File: config.mk
export PLATFORM = sky130hd
export DESIGN_NAME = trimmed_mean_adc_filter_unit
export DESIGN_NICKNAME = d
export VERILOG_FILES = /design/src/hdl/tmaf_pkg.sv /design/src/hdl/tmaf_cell.sv /design/src/hdl/tmaf_mean.sv /design/src/hdl/trimmed_mean_adc_filter_unit.sv
export SDC_FILE = /design/constraint.sdc
export NUM_CORES = 1
export LEC_CHECK = 0
export ABC_AREA = 1
export BUFFER_PORTS_ARGS = -buffer_cell sky130_fd_sc_hd__buf_2
export CORE_MARGIN = 10
export CORE_UTILIZATION = 65
export DETAILED_ROUTE_END_ITERATION = 8
export PLACE_DENSITY = 0.8
export SLEW_MARGIN = 20
export SYNTH_ARGS = -nofsm -noshare
export SYNTH_HDL_FRONTEND = slang
export SYNTH_SLANG_ARGS = --single-unit
export TNS_END_PERCENT = 10
File: constraint.sdc
create_clock -name clk -period 8.9 [get_ports clk]
set_input_delay 0.445 -clock clk [delete_from_list [all_inputs] [get_ports clk]]
set_output_delay 0.445 -clock clk [all_outputs]
set_load 0.02 [all_outputs]
File: src/hdl/tmaf_pkg.sv
// ----------------------------------------------------------------------------
// tmaf_pkg
// shared defaults and control bundles for the trimmed mean filter
// ----------------------------------------------------------------------------
package tmaf_pkg;

  localparam int WINDOW_DEF       = 10;
  localparam int SAMPLE_WIDTH_DEF = 12;
  localparam int FIRST_KEPT_DEF   = 3;
  localparam int END_KEPT_DEF     = 6;

  // per-cycle command to every cell of the sort chain
  typedef struct packed {
    logic load;   // insert a new sample at its ranked place
    logic drain;  // shift all cells one place toward cell 0
  } cell_ctl_t;

  // command to the mean unit
  typedef struct packed {
    logic clear;  // zero the accumulator
    logic add;    // add the tap value
    logic mul;    // register sum times reciprocal
  } mean_ctl_t;

endpackage

File: src/hdl/tmaf_cell.sv
// ----------------------------------------------------------------------------
// tmaf_cell
// one place of the ordered window: insertion on load, shift-down on drain
// ----------------------------------------------------------------------------
module tmaf_cell
  import tmaf_pkg::*;
#(
  parameter int SAMPLE_WIDTH = SAMPLE_WIDTH_DEF
) (
  input  logic                    clk,
  input  cell_ctl_t               ctl,
  input  logic [SAMPLE_WIDTH-1:0] sample,
  input  logic                    occupied,
  input  logic                    left_shift,
  input  logic [SAMPLE_WIDTH-1:0] left_val,
  input  logic [SAMPLE_WIDTH-1:0] right_val,
  output logic                    shift_o,
  output logic [SAMPLE_WIDTH-1:0] val_o
);

  logic [SAMPLE_WIDTH-1:0] val_r;
  logic [SAMPLE_WIDTH-1:0] val_nxt;

  // this entry moves up one place when it holds a larger value
  assign shift_o = occupied && (val_r > sample);
  assign val_o   = val_r;

  always_comb begin
    val_nxt = val_r;
    if (ctl.load) begin
      // empty places past the fill point may take junk, never read
      if (!occupied || shift_o) begin
        val_nxt = left_shift ? left_val : sample;
      end
    end else if (ctl.drain) begin
      val_nxt = right_val;
    end
  end

  always_ff @(posedge clk) begin
    val_r <= val_nxt;
  end

endmodule

File: src/hdl/tmaf_mean.sv
// ----------------------------------------------------------------------------
// tmaf_mean
// accumulates the kept samples and divides by their count via reciprocal
// ----------------------------------------------------------------------------
module tmaf_mean
  import tmaf_pkg::*;
#(
  parameter int SAMPLE_WIDTH = SAMPLE_WIDTH_DEF,
  parameter int WINDOW       = WINDOW_DEF,
  parameter int KDIV         = 3
) (
  input  logic                    clk,
  input  mean_ctl_t               ctl,
  input  logic [SAMPLE_WIDTH-1:0] tap_val,
  output logic [SAMPLE_WIDTH-1:0] avg_o
);

  localparam int ACC_W  = SAMPLE_WIDTH + $clog2(WINDOW + 1);
  localparam int SHIFT  = ACC_W + $clog2(KDIV);
  localparam int MUL_W  = SHIFT + 1;
  localparam int PROD_W = ACC_W + MUL_W;
  // floor(2^SHIFT / KDIV) + 1 gives an exact quotient for any ACC_W-bit sum
  localparam longint unsigned MUL_L = ((longint'(1) << SHIFT) / KDIV) + 1;
  localparam logic [MUL_W-1:0] MUL_C = MUL_W'(MUL_L);

  logic [ACC_W-1:0]  acc_r;
  logic [ACC_W-1:0]  acc_nxt;
  logic [PROD_W-1:0] prod_r;

  always_comb begin
    acc_nxt = acc_r;
    if (ctl.clear) begin
      acc_nxt = '0;
    end else if (ctl.add) begin
      acc_nxt = acc_r + ACC_W'(tap_val);
    end
  end

  always_ff @(posedge clk) begin
    acc_r <= acc_nxt;
    if (ctl.mul) begin
      prod_r <= PROD_W'(acc_r) * PROD_W'(MUL_C);
    end
  end

  assign avg_o = prod_r[SHIFT +: SAMPLE_WIDTH];

endmodule

File: src/hdl/trimmed_mean_adc_filter_unit.sv
// ----------------------------------------------------------------------------
// trimmed_mean_adc_filter_unit
// ordered window of samples, emits the truncated mean of the middle ranks
// ----------------------------------------------------------------------------
// throughput: one sample per cycle while a window fills (insertion chain)
// after the last sample of a window, the result word is formed by a drain
//   through the tap cell, then the reciprocal multiply and the emit state
// no samples are taken during that drain, multiply and emit, longer while
//   the previous result word is still waiting
// reset: synchronous active-low, empties the window and drops any result
module trimmed_mean_adc_filter_unit
  import tmaf_pkg::*;
#(
  parameter int WINDOW       = WINDOW_DEF,
  parameter int SAMPLE_WIDTH = SAMPLE_WIDTH_DEF,
  parameter int FIRST_KEPT   = FIRST_KEPT_DEF,
  parameter int END_KEPT     = END_KEPT_DEF
) (
  input  logic                                  clk,
  input  logic                                  rst_n,
  input  logic                                  in_tvalid,
  output logic                                  in_tready,
  input  logic [((SAMPLE_WIDTH+7)/8)*8-1:0]     in_tdata,   // sample
  output logic                                  out_tvalid,
  input  logic                                  out_tready,
  output logic [((SAMPLE_WIDTH+7)/8)*8-1:0]     out_tdata   // average
);

  localparam int DATA_W  = ((SAMPLE_WIDTH + 7) / 8) * 8;
  localparam int END_EFF = (END_KEPT > WINDOW) ? WINDOW : END_KEPT;
  localparam int KEPT    = (END_EFF > FIRST_KEPT) ? (END_EFF - FIRST_KEPT) : 0;
  localparam int KDIV    = (KEPT == 0) ? 1 : KEPT;
  localparam int TAP     = (FIRST_KEPT < WINDOW) ? FIRST_KEPT : 0;
  localparam int FILL_W  = $clog2(WINDOW);
  localparam int CNT_W   = $clog2(WINDOW + 1);

  typedef enum logic [3:0] {
    ST_COLLECT = 4'b0001,
    ST_DRAIN   = 4'b0010,
    ST_MULT    = 4'b0100,
    ST_EMIT    = 4'b1000
  } state_t;

  state_t                  state_r, state_nxt;
  logic [FILL_W-1:0]       fill_r, fill_nxt;
  logic [CNT_W-1:0]        cnt_r, cnt_nxt;
  logic                    out_valid_r, out_valid_nxt;
  logic [SAMPLE_WIDTH-1:0] out_data_r;

  logic                    in_fire;
  logic                    last_sample;
  logic [SAMPLE_WIDTH-1:0] sample;
  cell_ctl_t               cell_ctl;
  mean_ctl_t               mean_ctl;
  logic [SAMPLE_WIDTH-1:0] avg;

  logic [WINDOW-1:0]       shift_w;
  logic [SAMPLE_WIDTH-1:0] val_w [WINDOW];

  assign sample      = in_tdata[SAMPLE_WIDTH-1:0];
  assign in_tready   = (state_r == ST_COLLECT);
  assign in_fire     = in_tvalid && in_tready;
  assign last_sample = (fill_r == FILL_W'(WINDOW - 1));

  assign cell_ctl.load  = in_fire;
  assign cell_ctl.drain = (state_r == ST_DRAIN);

  assign mean_ctl.clear = in_fire && last_sample;
  assign mean_ctl.add   = (state_r == ST_DRAIN);
  assign mean_ctl.mul   = (state_r == ST_MULT);

  // insertion chain
  for (genvar i = 0; i < WINDOW; i++) begin : g_cell
    logic                    occ;
    logic                    lsh;
    logic [SAMPLE_WIDTH-1:0] lval;
    logic [SAMPLE_WIDTH-1:0] rval;

    assign occ = (fill_r > FILL_W'(i));
    if (i == 0) begin : g_first
      assign lsh  = 1'b0;
      assign lval = '0;
    end else begin : g_inner
      assign lsh  = shift_w[i-1];
      assign lval = val_w[i-1];
    end
    if (i == WINDOW - 1) begin : g_last
      assign rval = val_w[i];
    end else begin : g_notlast
      assign rval = val_w[i+1];
    end

    tmaf_cell #(
      .SAMPLE_WIDTH(SAMPLE_WIDTH)
    ) u_cell (
      .clk       (clk),
      .ctl       (cell_ctl),
      .sample    (sample),
      .occupied  (occ),
      .left_shift(lsh),
      .left_val  (lval),
      .right_val (rval),
      .shift_o   (shift_w[i]),
      .val_o     (val_w[i])
    );
  end

  tmaf_mean #(
    .SAMPLE_WIDTH(SAMPLE_WIDTH),
    .WINDOW      (WINDOW),
    .KDIV        (KDIV)
  ) u_mean (
    .clk    (clk),
    .ctl    (mean_ctl),
    .tap_val(val_w[TAP]),
    .avg_o  (avg)
  );

  always_comb begin
    state_nxt     = state_r;
    fill_nxt      = fill_r;
    cnt_nxt       = cnt_r;
    out_valid_nxt = out_valid_r;
    if (out_valid_r && out_tready) begin
      out_valid_nxt = 1'b0;
    end
    unique case (state_r)
      ST_COLLECT: begin
        if (in_fire) begin
          if (last_sample) begin
            fill_nxt = '0;
            cnt_nxt  = CNT_W'(KEPT);
            // empty kept range: sum stays zero
            state_nxt = (KEPT == 0) ? ST_MULT : ST_DRAIN;
          end else begin
            fill_nxt = fill_r + 1'b1;
          end
        end
      end
      ST_DRAIN: begin
        cnt_nxt = cnt_r - 1'b1;
        if (cnt_r == CNT_W'(1)) begin
          state_nxt = ST_MULT;
        end
      end
      ST_MULT: begin
        state_nxt = ST_EMIT;
      end
      ST_EMIT: begin
        if (!out_valid_r || out_tready) begin
          out_valid_nxt = 1'b1;
          state_nxt     = ST_COLLECT;
        end
      end
      default: begin
        state_nxt = ST_COLLECT;
      end
    endcase
  end

  always_ff @(posedge clk) begin
    if (!rst_n) begin
      state_r     <= ST_COLLECT;
      fill_r      <= '0;
      cnt_r       <= '0;
      out_valid_r <= 1'b0;
    end else begin
      state_r     <= state_nxt;
      fill_r      <= fill_nxt;
      cnt_r       <= cnt_nxt;
      out_valid_r <= out_valid_nxt;
    end
  end

  always_ff @(posedge clk) begin
    if (state_r == ST_EMIT && (!out_valid_r || out_tready)) begin
      out_data_r <= avg;
    end
  end

  assign out_tvalid = out_valid_r;
  assign out_tdata  = DATA_W'(out_data_r);

endmodule

==> metrics.yaml <==
run_status:
  status: "complete, no violations"
synthesis:
  synth_top_area_share_pct: 24.9
  ys_top_cells_by_count: "646 x nand2_1, 448 x inv_1, 250 x ha_1"
  ys_top_cells_by_area: "edfxtp_1 25%, ha_1 18%, nand2_1 14%"
  ys.flop_type: "edfxtp_1"
  synth-seq-cells: 173
  synth_cell_types: 37
  yosysTopAreaCell: "edfxtp_1"
  synth_edf_count: 144
  yosysSeqAreaShare_pct: 28.3
  async_reset_ff_share_pct: 0
  yosysMostFrequentCell: "nand2_1"
  synthesis.area_mm2: 0.0174
  synthCells: 2290
  syn_avg_cell_area_um2: 7.58
  synth_warnings: 0
critical_path:
  crit_arrival_ps: 5650
  cp_slowest_cell: "dfxtp_1"
  critical_path.max_stage_delay_ps: 560
  crit_path_max_fanout: 10
  cp_cell_sequence: "ha_1 -> xor2_1 -> ha_1 -> a21oi_1 -> fa_1 -> inv_1 -> fa_1 -> fa_1 -> inv_1 -> fa_1 -> inv_1 -> ha_1 -> a21o_1 -> a21boi_0 -> nand2_1 -> a21oi_1 -> nand2_1 -> nand2_1 -> nand2_1"
  worstSetupPathType: "register to register"
  required_ps: 9100
  rrSetupSlack_ps: 3450
  crit_family: "adder cells"
  cp-start-kind: "register"
  endpoint_kind: "register"
  crit_buf_inv: 3
clock_tree:
  cts.clk_slew.worst_paths_ps: 70
  postCtsSetupBuffers: 0
  htreeDepth: 4
  clkSinkCount: 173
  clock_latency_ps: 440
  cts-buffers-inserted: 17
  postCtsHoldBufs: 0
  cts_root_buf: "clkbuf_16"
  tritoncts: "yes"
  clock_path_buffers: 2
  cts_resized: 0
global_route:
  grt_max_degree: 69
  grt_pass1_vias: 14375
  antenna_found_initial: 0
  grtUsageTotal_pct: 27.6
  overflow: 0
  grt_pass1_wl_um: 73800
route:
  first_iter_violations: 1962
  vias_per_cell: 5.79
  firstDrtPassIters: 8
  wire_per_inst_um: 17.6
  antenna_left: 0
  wl_um: 46500
  dr_total_vias: 15320
  drc_errors: 0
floorplanning:
  core_area_mm2: 0.0262
  die_area_mm2: 0.0336
  io_pins: 38
  die_x_um: 183
  die_y_um: 183
  row_count: 59
  initial_core_util_pct: 66.2
final_layout:
  drive_above_1_share_pct: 4.07
  fin_nets: 2647
  diodes: 0
  finish.instance_area_mm2: 0.0184
  finish.utilization_pct: 70.2
  syn_to_final_growth_pct: 5.90
worst_hold_path:
  hp-class: "input pin to register"
sta:
  slew_violations: 0
  fin_crit_ps: 5450
  fmax_mhz: 183
  relSlewSlack_pct: 36.1
  hold_viol_final: 0
  setup_viol: 0
  rsz0062_at_grt: "false"
  tns_ps: 0
  clock_skew_ps: 14.5
  worst_slew_pin_slew_ps: 949
  period_share_pct: 61.2
  hold_ws_ps: 286
power:
  finalPower_mw: 2.12
  ir_worst_vdd_mv: 0.100
  power.density_mw_per_mm2: 116
  power_leakage_nw: 9.90
place:
  hpwl_um: 35500
  place_congestion: 0.974
  port_buffers: 29
  post_dp_cell_area_mm2: 0.0178
run:
  drv_cap: 0
==> layer usage <==
metal | GRT usage, % | routed length (um)
met4 | 9.15 | 1230
met2 | 43.3 | 20600
met3 | 5.36 | 4670
met5 | 0 | 0
met1 | 37.5 | 20000
==> worst register-to-register path, stage by stage (launching register included) <==
cell	delay, ps
dfxtp_1	560
ha_1	380
xor2_1	350
ha_1	230
a21oi_1	60
fa_1	490
inv_1	60
fa_1	510
fa_1	540
inv_1	60
fa_1	540
inv_1	50
ha_1	350
a21o_1	190
a21boi_0	360
nand2_1	120
a21oi_1	200
nand2_1	80
nand2_1	60
nand2_1	40
==> placed cells by master, fill, tap and decap left out, drive strengths merged, types with 4 or more instances in the layout <==
cell type / Yosys / routed
a21boi: 8 / 8
a21o: 10 / 10
a21oi: 90 / 90
buf: 46 / 56
clkbuf: 23 / 19
clkinv: 11 / 17
conb: 1 / 4
dfxtp: 29 / 29
edfxtp: 144 / 144
fa: 78 / 78
ha: 250 / 250
inv: 450 / 453
nand2: 646 / 646
nand3: 161 / 161
nand4: 118 / 118
nor2: 102 / 102
nor3: 14 / 14
o21a: 6 / 6
o21ai: 72 / 72
o21bai: 7 / 7
xnor2: 7 / 7
xor2: 8 / 8
==> power breakdown <==
group	leakage, nW	internal, mW	switching (mW)	total [mW]
sequential	1.61	0.936	0.0498	0.986
clock	0.273	0.416	0.340	0.756
combinational	8.01	0.127	0.255	0.382
==> final timing paths <==
path / from / end / depth (start not counted)
setup / recovery: u_mean.acc_r[1] / u_mean.prod_r[29] / 19
hold reg to reg: u_mean.prod_r[29] / out_data_r[11] / 0
hold / removal: rst_n / state_r[0] / 2
setup reg to reg: u_mean.acc_r[1] / u_mean.prod_r[29] / 19
==> stage by stage <==
| stage | instances | setup slack, ps |
|---|---|---|
| final | 2647 | 3450 |
| after global routing | 2647 | 3160 |
| after CTS | 2647 | 3490 |
| after detailed placement | 2615 | 3510 |
| after global placement | 2615 | 3590 |
| after floorplan | 2293 | 4070 |
==> cells by family (layout without fill, tap and decap cells) <==
family,count (synthesis),in the layout,synth area share [%]
adder cells (fa/ha/maj),328,328,27.0
flip-flops,173,173,28.3
AO/OA/AOI/OAI,197,197,6.21
buffers and inverters,530,549,11.9
other,1,4,0.0216
XOR/XNOR,15,15,0.757
AND/OR/NAND/NOR,1046,1046,25.8
==> state kept, by name (all words and copies together) (netlist names) <==
signal / count
u_mean.acc_r: 16
out_data_r: 12
out_tvalid: 1
u_mean.prod_r: 12
fill_r: 4
g_cell.u_cell.val_o: 120
state_r: 4
cnt_r: 4
==> layout make-up <==
class | instances | area, um^2
Clock buffer | 19 | 433
Clock inverter | 13 | 140
Fill cell | 2100 | 7820
Inverter | 461 | 1730
Multi-Input combinational cell | 1590 | 10400
Sequential cell | 173 | 4900
Tap cell | 335 | 419
Timing Repair Buffer | 56 | 348
(Power assumes the default switching activity.)
